==> src/design/spmt_pkg.sv <==
// Shared types and constants for the slot pool motion table.
package spmt_pkg;

   localparam int SLOTS_DEF = 16;
   localparam int CSR_IDX_W = 2;
   localparam int MASK_OUT_W = 16;
   localparam int SLOT_OUT_W = 4;

   localparam logic [2:0] CMD_CLEAR = 3'd0;
   localparam logic [2:0] CMD_SPAWN = 3'd1;
   localparam logic [2:0] CMD_FREE  = 3'd2;
   localparam logic [2:0] CMD_TICK  = 3'd3;
   localparam logic [2:0] CMD_READ  = 3'd4;

   localparam logic [CSR_IDX_W-1:0] CSR_LEFT   = 2'd0;
   localparam logic [CSR_IDX_W-1:0] CSR_RIGHT  = 2'd1;
   localparam logic [CSR_IDX_W-1:0] CSR_TOP    = 2'd2;
   localparam logic [CSR_IDX_W-1:0] CSR_BOTTOM = 2'd3;

   localparam logic signed [15:0] LEFT_RST   = -16'sd8;
   localparam logic signed [15:0] RIGHT_RST  = 16'sd167;
   localparam logic signed [15:0] TOP_RST    = -16'sd8;
   localparam logic signed [15:0] BOTTOM_RST = 16'sd159;

   typedef struct packed {
      logic [2:0]         command;
      logic signed [15:0] new_x;
      logic signed [15:0] new_y;
      logic signed [7:0]  new_vx;
      logic signed [7:0]  new_vy;
      logic [3:0]         slot_index;
   } req_type;

   typedef struct packed {
      logic               result_status;
      logic [3:0]         result_slot;
      logic [15:0]        active_mask;
      logic signed [15:0] pos_x;
      logic signed [15:0] pos_y;
      logic signed [7:0]  vel_x;
      logic signed [7:0]  vel_y;
   } rsp_type;

   typedef struct packed {
      logic signed [15:0] x;
      logic signed [15:0] y;
      logic signed [7:0]  vx;
      logic signed [7:0]  vy;
   } entry_type;

   typedef struct packed {
      logic signed [15:0] left_bound;
      logic signed [15:0] right_bound;
      logic signed [15:0] top_bound;
      logic signed [15:0] bottom_bound;
   } bounds_type;

   typedef struct packed {
      logic wr_en;
      logic rd_en;
      logic clr;
   } mem_cmd_type;

   typedef enum logic [1:0] {
      ST_IDLE,
      ST_SCAN,
      ST_DRAIN,
      ST_READ
   } state_type;

endpackage

==> src/design/spmt_entry_mem.sv <==
// Entry memory: one write port, one registered read port, per-entry valid bits.
module spmt_entry_mem #(
   parameter int SLOTS = spmt_pkg::SLOTS_DEF,
   parameter int SW = (SLOTS > 1) ? $clog2(SLOTS) : 1
) (
   input  logic                  clock,
   input  logic                  reset,
   input  spmt_pkg::mem_cmd_type mem_cmd,
   input  logic [SW-1:0]         wr_idx,
   input  spmt_pkg::entry_type   wr_data,
   input  logic [SW-1:0]         rd_idx,
   output spmt_pkg::entry_type   rd_data
);
   import spmt_pkg::*;

   entry_type        mem_ff [SLOTS];
   logic [SLOTS-1:0] valid_ff;
   entry_type        rd_data_ff;
   logic             rd_valid_ff;

   always_ff @(posedge clock) begin
      if (mem_cmd.wr_en) begin
         mem_ff[wr_idx] <= wr_data;
      end
      if (mem_cmd.rd_en) begin
         rd_data_ff <= mem_ff[rd_idx];
      end
   end

   always_ff @(posedge clock) begin
      if (reset || mem_cmd.clr) begin
         valid_ff    <= '0;
         rd_valid_ff <= 1'b0;
      end else begin
         if (mem_cmd.wr_en) begin
            valid_ff[wr_idx] <= 1'b1;
         end
         if (mem_cmd.rd_en) begin
            rd_valid_ff <= valid_ff[rd_idx];
         end
      end
   end

   assign rd_data = rd_valid_ff ? rd_data_ff : '0;

endmodule

==> src/design/spmt_ctrl.sv <==
// Command sequencer: occupancy mask, tick walk over the entry memory, result register.
module spmt_ctrl #(
   parameter int SLOTS = spmt_pkg::SLOTS_DEF,
   parameter int SW = (SLOTS > 1) ? $clog2(SLOTS) : 1
) (
   input  logic                  clock,
   input  logic                  reset,
   input  logic                  start,
   output logic                  busy,
   input  spmt_pkg::req_type     req_word,
   input  spmt_pkg::bounds_type  bounds,
   output spmt_pkg::mem_cmd_type mem_cmd,
   output logic [SW-1:0]         wr_idx,
   output spmt_pkg::entry_type   wr_data,
   output logic [SW-1:0]         rd_idx,
   input  spmt_pkg::entry_type   rd_data,
   output logic                  rsp_strobe,
   output spmt_pkg::rsp_type     rsp_word
);
   import spmt_pkg::*;

   state_type        state_ff, state_in;
   logic [SLOTS-1:0] mask_ff, mask_in;
   logic [SW-1:0]    scan_ff, scan_in;
   logic             pipe_vld_ff, pipe_vld_in;
   logic [SW-1:0]    pipe_idx_ff, pipe_idx_in;
   logic [3:0]       slot_ff, slot_in;
   rsp_type          rsp_ff, rsp_in;
   logic             rsp_strobe_ff, rsp_strobe_in;

   logic               accept;
   logic               idx_ok;
   logic               free_found;
   logic [SW-1:0]      free_idx;
   logic [SW-1:0]      req_idx;
   logic signed [15:0] nx, ny;
   logic               out_of_bounds;

   assign busy    = (state_ff != ST_IDLE);
   assign accept  = start && !busy;
   assign idx_ok  = (32'(req_word.slot_index) < SLOTS);
   assign req_idx = SW'(req_word.slot_index);

   always_comb begin
      free_found = 1'b0;
      free_idx   = '0;
      for (int i = SLOTS - 1; i >= 0; i--) begin
         if (!mask_ff[i]) begin
            free_found = 1'b1;
            free_idx   = SW'(i);
         end
      end
   end

   assign nx = rd_data.x + 16'(rd_data.vx);
   assign ny = rd_data.y + 16'(rd_data.vy);
   assign out_of_bounds = (nx < bounds.left_bound) || (nx > bounds.right_bound) ||
                          (ny < bounds.top_bound) || (ny > bounds.bottom_bound);

   always_comb begin
      state_in = state_ff;
      case (state_ff)
         ST_IDLE: begin
            if (accept && req_word.command == CMD_TICK) begin
               state_in = ST_SCAN;
            end else if (accept && req_word.command == CMD_READ && idx_ok) begin
               state_in = ST_READ;
            end
         end
         ST_SCAN: begin
            if (scan_ff == SW'(SLOTS - 1)) begin
               state_in = ST_DRAIN;
            end
         end
         ST_DRAIN: state_in = ST_IDLE;
         ST_READ:  state_in = ST_IDLE;
         default:  state_in = ST_IDLE;
      endcase
   end

   always_comb begin
      mem_cmd       = '0;
      wr_idx        = '0;
      wr_data       = '0;
      rd_idx        = '0;
      mask_in       = mask_ff;
      scan_in       = scan_ff;
      pipe_vld_in   = 1'b0;
      pipe_idx_in   = pipe_idx_ff;
      slot_in       = slot_ff;
      rsp_in        = '0;
      rsp_strobe_in = 1'b0;

      if (pipe_vld_ff && mask_ff[pipe_idx_ff]) begin
         mem_cmd.wr_en = 1'b1;
         wr_idx        = pipe_idx_ff;
         wr_data       = '{x: nx, y: ny, vx: rd_data.vx, vy: rd_data.vy};
         if (out_of_bounds) begin
            mask_in[pipe_idx_ff] = 1'b0;
         end
      end

      case (state_ff)
         ST_IDLE: begin
            if (accept) begin
               rsp_strobe_in = 1'b1;
               case (req_word.command)
                  CMD_CLEAR: begin
                     mem_cmd.clr = 1'b1;
                     mask_in     = '0;
                  end
                  CMD_SPAWN: begin
                     if (free_found) begin
                        mem_cmd.wr_en     = 1'b1;
                        wr_idx            = free_idx;
                        wr_data           = '{x: req_word.new_x, y: req_word.new_y,
                                              vx: req_word.new_vx, vy: req_word.new_vy};
                        mask_in[free_idx] = 1'b1;
                        rsp_in.result_slot = SLOT_OUT_W'(free_idx);
                     end else begin
                        rsp_in.result_status = 1'b1;
                     end
                  end
                  CMD_FREE: begin
                     if (idx_ok) begin
                        mask_in[req_idx] = 1'b0;
                     end
                  end
                  CMD_TICK: begin
                     rsp_strobe_in = 1'b0;
                     scan_in       = '0;
                  end
                  CMD_READ: begin
                     rsp_in.result_slot = req_word.slot_index;
                     slot_in            = req_word.slot_index;
                     if (idx_ok) begin
                        rsp_strobe_in  = 1'b0;
                        mem_cmd.rd_en  = 1'b1;
                        rd_idx         = req_idx;
                     end
                  end
                  default: begin
                  end
               endcase
            end
         end
         ST_SCAN: begin
            mem_cmd.rd_en = 1'b1;
            rd_idx        = scan_ff;
            pipe_vld_in   = 1'b1;
            pipe_idx_in   = scan_ff;
            scan_in       = scan_ff + SW'(1);
         end
         ST_DRAIN: begin
            rsp_strobe_in = 1'b1;
         end
         ST_READ: begin
            rsp_strobe_in      = 1'b1;
            rsp_in.result_slot = slot_ff;
            rsp_in.pos_x       = rd_data.x;
            rsp_in.pos_y       = rd_data.y;
            rsp_in.vel_x       = rd_data.vx;
            rsp_in.vel_y       = rd_data.vy;
         end
         default: begin
         end
      endcase

      rsp_in.active_mask = MASK_OUT_W'(mask_in);
   end

   always_ff @(posedge clock) begin
      if (reset) begin
         state_ff      <= ST_IDLE;
         mask_ff       <= '0;
         scan_ff       <= '0;
         pipe_vld_ff   <= 1'b0;
         rsp_strobe_ff <= 1'b0;
      end else begin
         state_ff      <= state_in;
         mask_ff       <= mask_in;
         scan_ff       <= scan_in;
         pipe_vld_ff   <= pipe_vld_in;
         rsp_strobe_ff <= rsp_strobe_in;
      end
   end

   always_ff @(posedge clock) begin
      pipe_idx_ff <= pipe_idx_in;
      slot_ff     <= slot_in;
      rsp_ff      <= rsp_in;
   end

   assign rsp_strobe = rsp_strobe_ff;
   assign rsp_word   = rsp_ff;

endmodule

==> src/design/slot_pool_motion_table.sv <==
// Top level of the slot pool motion table: bound registers, sequencer and entry memory.
//
// Commands enter on req_word, taken at a clock edge where start is high and busy is
// low. Each command yields one result word on rsp_word, marked by rsp_strobe for one
// cycle; the receiver cannot hold it off and the block never waits on it.
// Clear, spawn, free, unknown commands and reads of a slot past the pool: the result
// shows the cycle after the command is taken, and busy stays low, so one such
// command can be taken every cycle.
// Read of a slot in the pool: the entry passes through the registered memory read and
// then the result register, and busy is high while the read is under way.
// Tick: the sequencer reads one slot per cycle and writes the moved entry back in the
// cycle after its read; the result follows the last write-back, and busy stays high
// through the walk and write-back; the entry memory port sets that rate.
// The bound registers are written through csr_wen, csr_index and csr_wdata at any
// edge with csr_wen high, and are meant to change only while the block is idle.
// Reset empties the occupancy mask, marks every entry as reading zero and loads the
// bound registers with their defaults; the block takes commands in the next cycle.
module slot_pool_motion_table #(
   parameter int SLOTS = spmt_pkg::SLOTS_DEF
) (
   input  logic                                clock,
   input  logic                                reset,
   input  logic                                start,
   output logic                                busy,
   input  spmt_pkg::req_type                   req_word,
   output logic                                rsp_strobe,
   output spmt_pkg::rsp_type                   rsp_word,
   input  logic                                csr_wen,
   input  logic [spmt_pkg::CSR_IDX_W-1:0]      csr_index,
   input  logic [15:0]                         csr_wdata
);
   import spmt_pkg::*;

   localparam int SW = (SLOTS > 1) ? $clog2(SLOTS) : 1;

   bounds_type  bounds_ff;
   mem_cmd_type mem_cmd;
   logic [SW-1:0] wr_idx;
   logic [SW-1:0] rd_idx;
   entry_type   wr_data;
   entry_type   rd_data;

   always_ff @(posedge clock) begin
      if (reset) begin
         bounds_ff <= '{left_bound: LEFT_RST, right_bound: RIGHT_RST,
                        top_bound: TOP_RST, bottom_bound: BOTTOM_RST};
      end else if (csr_wen) begin
         case (csr_index)
            CSR_LEFT:   bounds_ff.left_bound   <= csr_wdata;
            CSR_RIGHT:  bounds_ff.right_bound  <= csr_wdata;
            CSR_TOP:    bounds_ff.top_bound    <= csr_wdata;
            CSR_BOTTOM: bounds_ff.bottom_bound <= csr_wdata;
            default: begin
            end
         endcase
      end
   end

   spmt_ctrl #(
      .SLOTS (SLOTS),
      .SW    (SW)
   ) u_ctrl (
      .clock      (clock),
      .reset      (reset),
      .start      (start),
      .busy       (busy),
      .req_word   (req_word),
      .bounds     (bounds_ff),
      .mem_cmd    (mem_cmd),
      .wr_idx     (wr_idx),
      .wr_data    (wr_data),
      .rd_idx     (rd_idx),
      .rd_data    (rd_data),
      .rsp_strobe (rsp_strobe),
      .rsp_word   (rsp_word)
   );

   spmt_entry_mem #(
      .SLOTS (SLOTS),
      .SW    (SW)
   ) u_mem (
      .clock   (clock),
      .reset   (reset),
      .mem_cmd (mem_cmd),
      .wr_idx  (wr_idx),
      .wr_data (wr_data),
      .rd_idx  (rd_idx),
      .rd_data (rd_data)
   );

endmodule

==> config.mk <==
export PLATFORM = sky130hd
export DESIGN_NAME = slot_pool_motion_table
export DESIGN_NICKNAME = d
export VERILOG_FILES = /design/src/design/spmt_pkg.sv /design/src/design/spmt_entry_mem.sv /design/src/design/spmt_ctrl.sv /design/src/design/slot_pool_motion_table.sv
export SDC_FILE = /design/constraint.sdc
export NUM_CORES = 1
export LEC_CHECK = 0
export BUFFER_PORTS_ARGS = -buffer_cell sky130_fd_sc_hd__buf_2
export CAP_MARGIN = 20
export CELL_PAD_IN_SITES_DETAIL_PLACEMENT = 0
export CELL_PAD_IN_SITES_GLOBAL_PLACEMENT = 1
export CORE_AREA = 3 3 300 302
export CTS_CLUSTER_DIAMETER = 100
export CTS_CLUSTER_SIZE = 25
export DETAILED_ROUTE_END_ITERATION = 10
export DIE_AREA = 0 0 303 305
export PLACE_DENSITY = 0.83
export SLEW_MARGIN = 20
export SYNTH_ARGS = -nofsm -noshare
export SYNTH_HDL_FRONTEND = slang
export SYNTH_HIERARCHICAL = 1
export SYNTH_SLANG_ARGS = --single-unit
export TNS_END_PERCENT = 1
==> constraint.sdc <==
create_clock -name clock -period 6.8 [get_ports clock]
set_input_delay 1.02 -clock clock [delete_from_list [all_inputs] [get_ports clock]]
set_output_delay 1.02 -clock clock [all_outputs]
set_load 0.01 [all_outputs]
==> metrics <==
status complete, no violations; first-pass GRT wire length 155,900 µm; area of placed instances 44,080 µm²; Setup CP Type flop to flop; Multi-input gate area 12,710 µm²; commonest non-fill, non-tap cell in the layout edfxtp_1; Layout Utilization 0.5174; Rows 109; Slew Limit Headroom 0.2583; Final Max Slew Viols 0; Register Area 28,230 µm²; vias per cell 6.088; First-pass DRT Iterations 6; Via Count 23,140; Clk Latency, worst-skew pair 0.64 ns; final setup TNS 0 ns; H-tree Lvls 2; final setup vio count 0; RSZ-0062 raised after global routing false; Finished Cell Area 45,510 µm²; number of flops mapped to enable cells by yosys 824; leakage power total 0.01564 µW; I/O pin count 148; most used flip-flop cell after synthesis edfxtp_1; RePlAce Congestion 0.9048; FILL cells 6,909; Pwr per Cell Area 237.0 nW/µm²; peak supply drop 0.1760 mV; Area Overhead vs Synth 8.891%; largest net degree at the start of global routing 80; fin crit share 0.8761; Power Total 10,790 µW; CP Max Fanout 35; drc violations 0; Syn Area/Cell 17.11 µm²; final count of hold timing violations 0; fmax 167.9 MHz; CP Launch Type flop; Tightest Pin Transition 1.113 ns; CTS sink cnt 998; gr ovfl total 0; crit path DAT 6.50 ns; Cell variety after synth 79; PortBufs 147; wirelength, routed 106,100 µm; Clk pin slew, worst setup/hold paths 0.11 ns; clk buf depth 3; Initial Util 0.4751; setup bufs post-CTS 0; Synth Instances 2,443; die height 305 µm; Synth async-reset ratio 0; vias in the first global route 23,150; Post-CTS Hold Buffers 0; sequential area share after synthesis 0.6754; share of layout cells above drive strength 1 0.1935; Die Wd 303 µm; # resized after CTS 0; Final HPWL DP 65,870 µm; Seq cells post-synth 998; Worst Setup End Kind flop; gr usage total 0.2293; minimum clock period after layout 5.958 ns; synth warn 6; Mapped Area 41,800 µm²; Post-DRT Antenna Nets 0; # nets final 2,774; most frequent cells in the layout 824 x edfxtp_1, 181 x mux4_2, 173 x dfxtp_1, 150 x buf_2, 115 x nor2_1; Root Buffer clkbuf_16; Post-Syn Nets 2,619; initial antenna violation count 7; CTS tree yes; CP required 7.34 ns; Fin Hold WS 0.4776 ns; Core Area 87,970 µm²; HP Class flop to flop; Max Cap Viol 0; CTS Buf Count 46; number of DRC markers in iteration 0 2,928; die footprint 92,420 µm²; Wirelength per Cell 27.91 µm; Worst Skew 0.02568 ns
power by group:
group | total (µW) | switching (µW) | internal, µW
registers | 6760 | 55.6 | 6710
logic | 847 | 525 | 322
clock network | 3180 | 1860 | 1320
synth_stat cells, types with 8 or more instances:
| library cell | number | area (µm²) |
|---|---|---|
| buf_2 | 19 | 95.09 |
| xnor2_1 | 20 | 175.2 |
| nor3_1 | 18 | 90.09 |
| nand4_1 | 14 | 87.58 |
| o31ai_1 | 15 | 112.6 |
| edfxtp_1 | 824 | 24740 |
| a21oi_1 | 42 | 210.2 |
| mux4_1 | 65 | 1708 |
| nand3_1 | 34 | 170.2 |
| a31oi_1 | 13 | 81.33 |
| clkbuf_1 | 58 | 217.7 |
| o21a_1 | 23 | 172.7 |
| nor2b_1 | 22 | 137.6 |
| mux2i_1 | 71 | 710.7 |
| buf_6 | 10 | 112.6 |
| dfxtp_1 | 174 | 3483 |
| o32ai_1 | 13 | 113.9 |
| or2_2 | 9 | 56.30 |
| nand2b_1 | 60 | 375.4 |
| o22ai_1 | 16 | 100.1 |
| nand2_1 | 114 | 427.9 |
| mux4_2 | 181 | 4076 |
| a22o_1 | 16 | 140.1 |
| inv_1 | 82 | 307.8 |
| nor2_1 | 128 | 480.5 |
| ha_1 | 97 | 1214 |
| a21o_1 | 8 | 60.06 |
| buf_1 | 14 | 52.55 |
| and2_1 | 101 | 631.9 |
| o21ai_0 | 70 | 350.3 |
path summary, 6_finish.rpt:
kind,from,endpoint,slack (ns),cells after the start
min,u_mem/valid_ff[1],u_mem/valid_ff[1],0.48,1
min reg2reg,u_mem/valid_ff[1],u_mem/valid_ff[1],0.48,1
max reg2reg,u_mem/rd_valid_ff,u_ctrl/mask_ff[14],0.84,21
max,u_mem/rd_valid_ff,u_ctrl/mask_ff[14],0.84,21
per-layer routing:
metal	GRT usage	wire length, µm	up-vias
met2	0.3650	50520	1199
met1	0.3255	41880	11880
met5	0	16	-
met4	0.06639	3274	2
li1	-	-	9905
met3	0.04196	10400	161
worst max-delay path: stages, from the launching register on:
cell,delay (ns)
dfxtp_2,0.46
buf_4,0.46
and2_1,0.29
ha_1,0.20
inv_1,0.06
fa_1,0.40
nor2b_1,0.17
o31a_1,0.20
o311ai_0,0.17
a21oi_1,0.24
o211ai_1,0.16
xnor2_1,0.37
ha_1,0.34
nand3_1,0.11
nor2_1,0.07
a2111oi_0,0.36
o21ai_0,0.16
mux2i_1,0.55
nor4b_4,0.11
buf_4,0.23
or4_1,0.56
o2111a_1,0.18
through the flow:
stage	setup slack, ns	cells
finish	0.8423	3801
global route	0.6051	3800
CTS	0.9861	3795
detailed placement	1.003	3710
global placement	1.210	3706
floorplan	0.2238	2443
cells by family after synthesis:
| group | synth area share |
|---|---|
| flip-flops | 0.6754 |
| multiplexers | 0.1554 |
| AO/OA/AOI/OAI | 0.04206 |
| XOR/XNOR | 0.005448 |
| AND/OR/NAND/NOR | 0.06655 |
| adder cells (fa/ha/maj) | 0.03000 |
| buffers and inverters | 0.02518 |
state kept, by name, indices dropped and copies added, names as in the netlist:
name and count:
u_ctrl/rsp_word 69, u_mem/mem_ff 768, u_ctrl/rsp_strobe 1, u_ctrl/state_ff 2
u_ctrl/mask_ff 16, bounds_ff 64, u_ctrl/pipe_idx_ff 4, u_mem/valid_ff 16
u_ctrl/scan_ff 4, u_ctrl/slot_ff 4, u_mem/rd_data_ff 48, u_mem/rd_valid_ff 1
u_ctrl/pipe_vld_ff 1
area by class of cell:
| cell class | instances | share of cell area |
|---|---|---|
| Antenna cell | 1 | 0.00005498 |
| Clock buffer | 80 | 0.02810 |
| Clock inverter | 5 | 0.002062 |
| Inverter | 82 | 0.006763 |
| Multi-Input combinational cell | 1245 | 0.2793 |
| Sequential cell | 998 | 0.6203 |
| Tap cell | 1165 | 0.03203 |
| Timing Repair Buffer | 225 | 0.03142 |
Power figures use the tool's default switching activity.
